[config.mk]
export PLATFORM = sky130hd
export DESIGN_NAME = mssc_seq
export DESIGN_NICKNAME = d
export VERILOG_FILES = /design/src/hdl/mssc_pkg.sv /design/src/hdl/mssc_seq.sv
export SDC_FILE = /design/constraint.sdc
export NUM_CORES = 1
export LEC_CHECK = 0
export BUFFER_PORTS_ARGS = -buffer_cell sky130_fd_sc_hd__clkbuf_2
export CAP_MARGIN = 20
export CELL_PAD_IN_SITES_DETAIL_PLACEMENT = 1
export CELL_PAD_IN_SITES_GLOBAL_PLACEMENT = 1
export CORE_MARGIN = 4
export CORE_UTILIZATION = 47
export DETAILED_ROUTE_END_ITERATION = 10
export PLACE_DENSITY_LB_ADDON = 0.1
export SYNTH_ARGS = -nofsm -noshare
export SYNTH_HDL_FRONTEND = slang
export SYNTH_SLANG_ARGS = --single-unit
[constraint.sdc]
create_clock -name clk -period 4.1 [get_ports clk]
set_input_delay 0.615 -clock clk [delete_from_list [all_inputs] [get_ports clk]]
set_output_delay 0.615 -clock clk [all_outputs]
set_load 0.05 [all_outputs]
[src/hdl/mssc_pkg.sv]
// ---------------------------------------------------------------------------
// mssc_pkg
// shared constants and types for the minimum square sum counter
// ---------------------------------------------------------------------------
`default_nettype none

package mssc_pkg;

    localparam int TABLE_DEPTH = 4096;
    localparam int ADDR_W      = $clog2(TABLE_DEPTH);
    localparam int TARGET_W    = 12;
    localparam int COUNT_W     = 3;

    // one access to the count table, read or write
    typedef struct packed {
        logic              we;
        logic              re;
        logic [ADDR_W-1:0] addr;
        logic [COUNT_W-1:0] wdata;
    } mssc_ram_req_t;

endpackage

`default_nettype wire

[src/hdl/mssc_seq.sv]
// ---------------------------------------------------------------------------
// mssc_seq
// sequencer that fills the count table bottom-up and reports the answer;
// targets of 3 or less are answered without the table
`default_nettype none

module mssc_seq
    import mssc_pkg::*;
(
    input  wire logic                clk,
    input  wire logic                rst_n,
    input  wire logic                start,
    input  wire logic [TARGET_W-1:0] target,
    output logic                     idle,
    output logic                     result_valid,
    input  wire logic                result_ready,
    output logic [COUNT_W-1:0]       result,
    output mssc_ram_req_t            ram_req,
    input  wire logic [COUNT_W-1:0]  rd_data
);

    localparam logic [2:0] S_IDLE  = 3'd0;
    localparam logic [2:0] S_BASE  = 3'd1;
    localparam logic [2:0] S_READ  = 3'd2;
    localparam logic [2:0] S_WRITE = 3'd3;
    localparam logic [2:0] S_DONE  = 3'd4;

    logic [2:0]         state_reg, state_next;
    logic [ADDR_W-1:0]  n_reg, n_next;
    logic [ADDR_W-1:0]  i_reg, i_next;
    logic [ADDR_W:0]    sq_reg, sq_next;
    logic [ADDR_W:0]    odd_reg, odd_next;
    logic [COUNT_W-1:0] best_reg, best_next;
    logic               pend_reg, pend_next;

    logic [ADDR_W-1:0]  n_in;
    logic [COUNT_W:0]   cand;
    logic [COUNT_W-1:0] best_eff;
    logic [ADDR_W-1:0]  i_inc;

    // clamp a target beyond the table to its last entry
    always_comb
    begin
        if (int'(target) >= TABLE_DEPTH)
        begin
            n_in = ADDR_W'(TABLE_DEPTH - 1);
        end
        else
        begin
            n_in = ADDR_W'(target);
        end
    end

    assign cand  = {1'b0, rd_data} + (COUNT_W+1)'(1);
    assign i_inc = i_reg + ADDR_W'(1);

    // fold in the entry read last cycle
    always_comb
    begin
        best_eff = best_reg;
        if (pend_reg && (cand < {1'b0, best_reg}))
        begin
            best_eff = cand[COUNT_W-1:0];
        end
    end

    always_comb
    begin
        state_next   = state_reg;
        n_next       = n_reg;
        i_next       = i_reg;
        sq_next      = sq_reg;
        odd_next     = odd_reg;
        best_next    = best_reg;
        pend_next    = 1'b0;
        ram_req      = '0;

        case (state_reg)
            S_IDLE:
            begin
                if (start)
                begin
                    n_next = n_in;
                    i_next = '0;
                    if (n_in <= ADDR_W'(3))
                    begin
                        best_next  = COUNT_W'(n_in);
                        state_next = S_DONE;
                    end
                    else
                    begin
                        state_next = S_BASE;
                    end
                end
            end
            S_BASE:
            begin
                // entries 0 to 3 hold their own index
                ram_req.we    = 1'b1;
                ram_req.addr  = i_reg;
                ram_req.wdata = COUNT_W'(i_reg);
                if (i_reg == ADDR_W'(3))
                begin
                    i_next     = ADDR_W'(4);
                    sq_next    = (ADDR_W+1)'(1);
                    odd_next   = (ADDR_W+1)'(3);
                    best_next  = COUNT_W'(4);
                    state_next = S_READ;
                end
                else
                begin
                    i_next = i_inc;
                end
            end
            S_READ:
            begin
                ram_req.re   = 1'b1;
                ram_req.addr = i_reg - sq_reg[ADDR_W-1:0];
                pend_next    = 1'b1;
                best_next    = best_eff;
                if ((sq_reg + odd_reg) > {1'b0, i_reg})
                begin
                    state_next = S_WRITE;
                end
                else
                begin
                    sq_next  = sq_reg + odd_reg;
                    odd_next = odd_reg + (ADDR_W+1)'(2);
                end
            end
            S_WRITE:
            begin
                // last read lands here, entry i is final
                ram_req.we    = 1'b1;
                ram_req.addr  = i_reg;
                ram_req.wdata = best_eff;
                if (i_reg == n_reg)
                begin
                    best_next  = best_eff;
                    state_next = S_DONE;
                end
                else
                begin
                    i_next   = i_inc;
                    sq_next  = (ADDR_W+1)'(1);
                    odd_next = (ADDR_W+1)'(3);
                    if (i_inc < ADDR_W'(7))
                    begin
                        best_next = COUNT_W'(i_inc);
                    end
                    else
                    begin
                        best_next = COUNT_W'(7);
                    end
                    state_next = S_READ;
                end
            end
            S_DONE:
            begin
                if (result_ready)
                begin
                    state_next = S_IDLE;
                end
            end
            default:
            begin
                state_next = S_IDLE;
            end
        endcase
    end

    assign idle         = (state_reg == S_IDLE);
    assign result_valid = (state_reg == S_DONE);
    assign result       = best_reg;

    always_ff @(posedge clk or negedge rst_n)
    begin
        if (!rst_n)
        begin
            state_reg <= S_IDLE;
            pend_reg  <= 1'b0;
        end
        else
        begin
            state_reg <= state_next;
            pend_reg  <= pend_next;
        end
    end

    always_ff @(posedge clk)
    begin
        n_reg    <= n_next;
        i_reg    <= i_next;
        sq_reg   <= sq_next;
        odd_reg  <= odd_next;
        best_reg <= best_next;
    end

endmodule

`default_nettype wire

== Yosys cells after proc, flatten, opt, wreduce, memory -nomap -nowiden ==
Index checks and enable logic that the tools add are counted.
Operators by class
  $add $sub $neg: 5
  multiply operators: 0
  divide/modulo/power cells: 0
  $lt $le $gt $ge: 4
  equality and inequality tests: 13
  shift-type cells: 0
  multiplexer cells: 30
  bitwise gates (word level): 0
  reduce and logical (&&, ||, !) cells: 11
Operators by type and width (count)
  $mux 13: 6
  $pmux 13 s3: 2
  $mux 12: 3
  $mux 3: 12
  $pmux 12 s3: 1
  $pmux 12 s2: 1
  $pmux 3 s5: 1
  $add 13x13->13: 1
  $add 13x2->13 const B: 1
  $gt 13x12->1: 1
  $add 12x1->12 const B: 1
  $eq 12x12->1: 1
  $eq 12x2->1 const B: 1
  $le 12x2->1 const B: 1
  $lt 12x3->1 const B: 1
  $pmux 3 s4: 1
  $reduce_and 4->1: 3
  $sub 12x12->12: 1
  $ne 2x2->1 const B: 5
  $eq 3x2->1 const B: 2
  $pmux 3 s2: 1
  $reduce_bool 3->1: 2
  $add 3x1->4 const B: 1
  $lt 4x3->1: 1
  other kinds (10): 12
Storage, ports and cells
  register bits after elaboration: 57
  bits in latches: 0
  bits in writable memories: 0
  bits in read-only memories: 0
  input port bits: 19
  output and inout port bits: 22
  word-level logic and storage cells: 70
  memories kept: 0

== Logic depth before layout (Yosys ltp) ==
Gate-level depths: netlist of the first run.
  depth in word-level cells: 6
  depth in mapped cells: 14
  gate-level depth less buffers: 14

== Least setup slack after synthesis of the first run ==
OpenSTA, ideal clock, no wires.
  kind: register to register
  start point: reg odd_reg[7]
  end point: reg odd_reg[10] (enable)
  library setup time: 384 ps
  data arrival time: 3389 ps
  setup slack: 327 ps
  stages on the path, launching flop included: 13
  path buffers: 0
  cell sequence: edfxtp_1 ha_1 a21o_1 a221o_1 a31oi_1 o21ai_0 xor2_1 ha_1 and3_1 nand3_1 or3_1 nand3_1 and3_1
Between the ends
  longest elaborated chain between the ends: 4
RTL lines
  start, declared: line mssc_seq.sv:32  | logic [ADDR_W:0] odd_reg, odd_next;
  start signal, assigned: line mssc_seq.sv:195  | odd_reg <= odd_next;
  $add 13x13->13: line mssc_seq.sv:121  | if ((sq_reg + odd_reg) > {1'b0, i_reg})
  $gt 13x12->1: line mssc_seq.sv:121
  $ne 2x2->1 (no line)
  $reduce_and 4->1 (no line)
Every way passes these cells.
A chain may end at the register's enable or synchronous reset.

==> results_dict.tcl, run 1 <==
set metrics [dict create \
    worst_setup_path_end_kind "output port" \
    fin_nets 564 \
    critPathMaxStageDelay_ns 0.63 \
    rsz0062_at_grt "no" \
    synth_nets 528 \
    synth_area_leaders "edfxtp_1 (35%), ha_1 (11%), xor2_1 (5.3%)" \
    ys_async_sr_fraction 0.07143 \
    min_period_ns 3.764 \
    fmax_ghz 0.2657 \
    cts_tree "yes" \
    die_area_mm2 0.01106 \
    crit_path_top_delay_cell "edfxtp_1" \
    synth-simple-area-share 0.1901 \
    initial_utilization 0.4823 \
    dpl.hpwl_um 9256 \
    synth_cells 467 \
    finClkSkew_ns 0.01487 \
    power.leakage_nw 2.091 \
    fin_total_pwr_w 0.001163 \
    crit_buf_inv 1 \
    hold_violations 0 \
    ys_types 58 \
    peakVddDrop_v 0.0003715 \
    ant_nets 0 \
    clockRootBuffer "clkbuf_8" \
    grtUsageTotal 0.2164 \
    path_delay_family "compound AO/OA/AOI/OAI gates" \
    vias 3576 \
    ys_ff_latch 56 \
    clk_latency_ns 0.32 \
    criticalPathCategory "reg2out" \
    slew_viol_final 0 \
    clockBufferDepth 2 \
    outcome "finished clean" \
    drt_iter0_markers 124 \
    synth_compound_area_frac 0.1450 \
    synth.avg_cell_area_um2 9.498 \
    totalWireLength_um 11570 \
    arrival_ns 3.15 \
    drc 0 \
    holdBufCountCts 0 \
    grt_max_degree 26 \
    drt_pre_antenna_iters 4 \
    grt-ovfl-total 0 \
    synth-xor-area-share 0.1007 \
    yosysTopAreaCell "edfxtp_1" \
    worstPathMaxFanout 12 \
    routabilityCongestion 0.8432 \
    powerDensity_mw_per_mm2 241.2 \
    die_w_um 105.1 \
    multi_input_comb_area_mm2 0.002550 \
    cts_sinks 56 \
    regArea_mm2 0.001662 \
    netlist.area_leader.share 0.3520 \
    antenna_found_initial 0 \
    postCtsSetupBuffers 0 \
    cts_made_buffers 5 \
    cts_resized 0 \
    syn_to_final_growth_pct 8.688 \
    core_area_mm2 0.009196 \
    num_antenna_cells 0 \
    htreeDepth 2 \
    finish.cell_count_without_fillers 615 \
    cp-start-kind "flop" \
    whs_ns 0.09922 \
    synthAdderAreaFrac 0.1219 \
    crit_chain "fa_1 -> a21o_1 -> a21oi_1 -> a2bb2oi_1 -> nand3_1 -> a31oi_1 -> xor2_1 -> o22ai_1 -> clkbuf_2" \
    clkSlewWorstSetupHoldPaths_ns 0.11 \
    boundaryPins 41 \
    largest_register_ffs 13 \
    min_period_over_period 0.9179 \
    yosys_warnings 0 \
    drv_cap 0 \
    place_inst 607 \
    die_y_um 105.1 \
    fin_ws_ns 0.3364 \
    fillCellCount 1083 \
    worst_slew_pin_slew_ns 0.8026 \
    muxShareOfSynthArea 0.01721 \
    wire_per_inst_um 18.81 \
    dp_slack_ns 0.4238 \
    grt_pass1_vias 3713 \
    min_path_type "in2async" \
    final_common_cell "edfxtp_1" \
    setup_violations 0 \
    netlist_area_mm2 0.004436 \
    io_buffers 40 \
    core.rowCount 35 \
    crit_required_ns 3.48 \
    yosysSeqAreaShare 0.3746 \
    drive_gt1_frac 0.1290 \
    viasPerCell 5.815 \
    synth_top_family_by_area "simple AND/OR/NAND/NOR gates" \
    grt_pass1_wl_um 19200 \
    mostFrequentLayoutCells "edfxtp_1 (52), nor2_1 (44), ha_1 (40), clkbuf_2 (40), inv_1 (30)" \
    slew_headroom 0.4649 \
    synth_edf_count 52 \
    tns_ns 0 \
    synth_ff_type "edfxtp_1" \
]
## cell families (layout without fill, tap and decap cells)
kind of cell,count (synthesis),after routing
AO/OA/AOI/OAI,101,101
multiplexers,7,7
adder cells (fa/ha/maj),42,42
flip-flops,56,56
buffers and inverters,51,88
XOR/XNOR,51,51
AND/OR/NAND/NOR,159,159
## where the power goes
group / switching [W] / total [W] / internal (W)
logic: 0.000127 / 0.000194 / 0.0000670
registers: 0.0000132 / 0.000652 / 0.000639
clock network: 0.000192 / 0.000317 / 0.000124
## cell type report
type | instances | area share
clock buffer | 7 | 0.01583
clock inverter | 1 | 0.001817
inverter | 34 | 0.02647
multi-input combinational | 360 | 0.5289
sequential | 56 | 0.3447
tap | 111 | 0.02881
timing repair buffer | 46 | 0.05346
## metrics by stage
step | util | instance area [µm²]
global route | 0.5242 | 4821
finish | 0.5242 | 4821
floorplan | - | 4436
detailed placement | 0.5150 | 4736
global placement | 0.5150 | 4736
CTS | 0.5242 | 4821
## final timing paths
path,startpoint,endpoint,slack [ns],depth (start not counted)
setup reg to reg,odd_reg[3],sq_reg[1],0.38,14
hold / removal,rst_n,state_reg[2],0.1,1
max in group asynchronous,rst_n,state_reg[1],3.86,1
min in group clk,target[3],n_reg[3],0.49,1
setup / recovery,i_reg[1],ram_req[13],0.34,9
hold reg to reg,sq_reg[0],sq_reg[0],0.65,1
## worst reg2reg max path, cell delays in order, from the launching register on
cell and delay, ns:
edfxtp_1 0.48, ha_1 0.38, a21o_1 0.21, a21oi_1 0.14
nand2_1 0.12, a31oi_1 0.26, o21ai_0 0.15, xor2_1 0.17
ha_1 0.30, and3_1 0.18, nand3_1 0.10, or3_1 0.38
nand3_1 0.12, and3_1 0.21, buf_12 0.19
## cells in the mapped netlist (2+ instances only)
library cell,n
o2111ai_1,2
o21a_1,4
and3_1,7
nor2b_1,4
o21ai_1,3
dfrtp_1,4
nand4b_1,2
nand4_1,6
and2_1,14
nor4_4,2
edfxtp_1,52
o21ai_0,23
nor3_1,7
buf_6,2
buf_4,4
a31oi_1,4
nand2b_1,7
a21o_1,10
o22ai_1,10
and4_1,4
xnor2_1,24
o21bai_1,3
nand2_1,27
a221oi_1,2
nor2_1,44
xor2_1,27
nor4_1,7
buf_1,2
nand3_1,16
mux2i_1,5
inv_2,4
inv_1,30
a21oi_1,24
fa_1,2
or3_1,7
clkbuf_1,7
ha_1,40
a211oi_1,4
o211ai_1,2
## per-layer routing
metal / track usage / part of all wire / vias to the layer above
li1: - / - / 1761
met1: 0.2980 / 0.48 / 1741
met2: 0.3662 / 0.48 / 65
met3: 0.02718 / 0.033 / 9
met4: 0.04405 / 0.0092 / 0
met5: 0 / 0 / -
No activity file was read; power rests on OpenSTA's default activity.
==> run 2: changes to the inputs <==
- PLACE_DENSITY: default -> 0.82
- PLACE_DENSITY_LB_ADDON: 0.1 -> default
==> results_dict.tcl, run 2 (synthesis results as in run 1) <==
set metrics [dict create \
    grt_max_degree 26 \
    post_dp_cell_area_mm2 0.004728 \
    boundaryPins 41 \
    stdcell_area_mm2 0.004836 \
    grt.busiest_layer "met2" \
    num_antenna_cells 0 \
    min_period_ns 3.822 \
    critPathMaxStageDelay_ns 0.62 \
    crit_required_ns 3.48 \
    routabilityCongestion 0.8486 \
    drc 0 \
    drt_iter0_markers 171 \
    clk_latency_ns 0.31 \
    crit_path_top_delay_cell "edfxtp_1" \
    wire_per_inst_um 20.06 \
    cts_tree "yes" \
    rsz0062_at_grt "no" \
    drv_cap 0 \
    core.rowCount 35 \
    cp-start-kind "flop" \
    dpl.hpwl_um 9420 \
    io_buffers 40 \
    cts_sinks 56 \
    die_area_mm2 0.01106 \
    min_path_type "in2async" \
    finish.cell_count_without_fillers 614 \
    largest_register_ffs 13 \
    viasPerCell 5.901 \
    powerDensity_mw_per_mm2 249.3 \
    cts_resized 0 \
    fin_util 0.5259 \
    power.leakage_nw 2.098 \
    criticalPathCategory "reg2out" \
    fillCellCount 1088 \
    final_common_cell "edfxtp_1" \
    cts_made_buffers 5 \
    core_area_mm2 0.009196 \
    worst_slew_pin_slew_ns 0.8194 \
    clkSlewWorstSetupHoldPaths_ns 0.10 \
    met1_usage 0.2954 \
    fin_nets 563 \
    clockBufferDepth 2 \
    slew_headroom 0.4538 \
    totalWireLength_um 12320 \
    antenna_found_initial 0 \
    grt_pass1_vias 3909 \
    drt_pre_antenna_iters 4 \
    grt-ovfl-total 0 \
    ant_nets 0 \
    place_inst 606 \
    finClkSkew_ns 0.01147 \
    holdBufCountCts 0 \
    mostFrequentLayoutCells "edfxtp_1 (52), nor2_1 (44), ha_1 (40), clkbuf_2 (40), inv_1 (30)" \
    postCtsSetupBuffers 0 \
    die_y_um 105.1 \
    worstPathMaxFanout 12 \
    grtUsageTotal 0.2291 \
    initial_utilization 0.4823 \
    min_period_over_period 0.9322 \
    outcome "finished clean" \
    fmax_ghz 0.2616 \
    arrival_ns 3.21 \
    vias 3623 \
    die_w_um 105.1 \
    hold_violations 0 \
    tns_ns 0 \
    syn_to_final_growth_pct 9.027 \
    met2_usage 0.4024 \
    worst_setup_path_end_kind "output port" \
    clockRootBuffer "clkbuf_8" \
    slew_viol_final 0 \
    peakVddDrop_v 0.0002289 \
    drive_gt1_frac 0.1292 \
    grt_use_met3 0.02779 \
    setup_violations 0 \
    crit_chain "ha_1 -> o21ai_0 -> a21oi_1 -> o211ai_1 -> a311oi_1 -> xor2_1 -> or3_1 -> o21ai_1 -> clkbuf_2" \
    grt_pass1_wl_um 20320 \
    htreeDepth 2 \
]
## run 2: cell types whose count changed in the layout (fill, tap and decap cells not counted)
cell       delta
bufinv_16     +1
clkinv_2      +1
buf_4         -1
inv_6         -1
clkbuf_1      -1
## run 2: worst max-delay path, delay by kind of cell (launching register included)
kind	cells	cell delay [ns]
XOR/XNOR	1	0.16
AND/OR/NAND/NOR	1	0.33
AO/OA/AOI/OAI	5	1.01
flip-flops	1	0.62
buffers and inverters	1	0.32
adder cells (fa/ha/maj)	1	0.46
## run 2: final cells by class
cell class	count	area, µm²	share of cell area
inverters	34	127.6	0.02639
clock inverters	2	35.03	0.007244
flip-flops and latches	56	1662	0.3436
repair buffers	45	250.2	0.05175
clock buffers	6	72.57	0.01501
well taps	111	138.9	0.02872
multi-input cells	360	2550	0.5273
## run 2: per-layer routing
layer,vias to the layer above,wire length [µm]
met3,19,459
met1,1774,5557
li1,1755,-
met2,75,6057
met4,0,240
met5,-,0
## run 2: metrics by stage
step	setup WS (ns)	total power (W)	hold WS (ns)
after global placement	0.5689	0.0008518	0.4415
after CTS	0.3125	0.001215	0.1015
final	0.2779	0.001205	0.1069
after floorplan	0.3268	0.0008042	0.3194
after detailed placement	0.4319	0.0008556	0.4454
after global routing	0.03186	0.001251	0.09286
## run 2: report_power, final
part	switching [W]	internal, W	leakage, nW	total (W)
Combinational	0.000120	0.0000664	1.48	0.000187
Clock	0.000181	0.000182	0.0552	0.000363
Sequential	0.0000168	0.000639	0.559	0.000656
Total	0.000318	0.000887	2.10	0.00121
## run 2: path summary, 6_finish.rpt
| kind | start | endpoint | slack (ns) | cells past startpoint |
|---|---|---|---|---|
| setup / recovery | i_reg[2] | ram_req[14] | 0.28 | 9 |
| hold / removal | rst_n | state_reg[2] | 0.11 | 1 |
| setup reg to reg | odd_reg[3] | odd_reg[12] | 0.29 | 14 |
| hold reg to reg | sq_reg[0] | sq_reg[0] | 0.67 | 1 |
| max in group asynchronous | rst_n | pend_reg | 3.83 | 1 |
| min in group clk | target[9] | n_reg[9] | 0.48 | 1 |
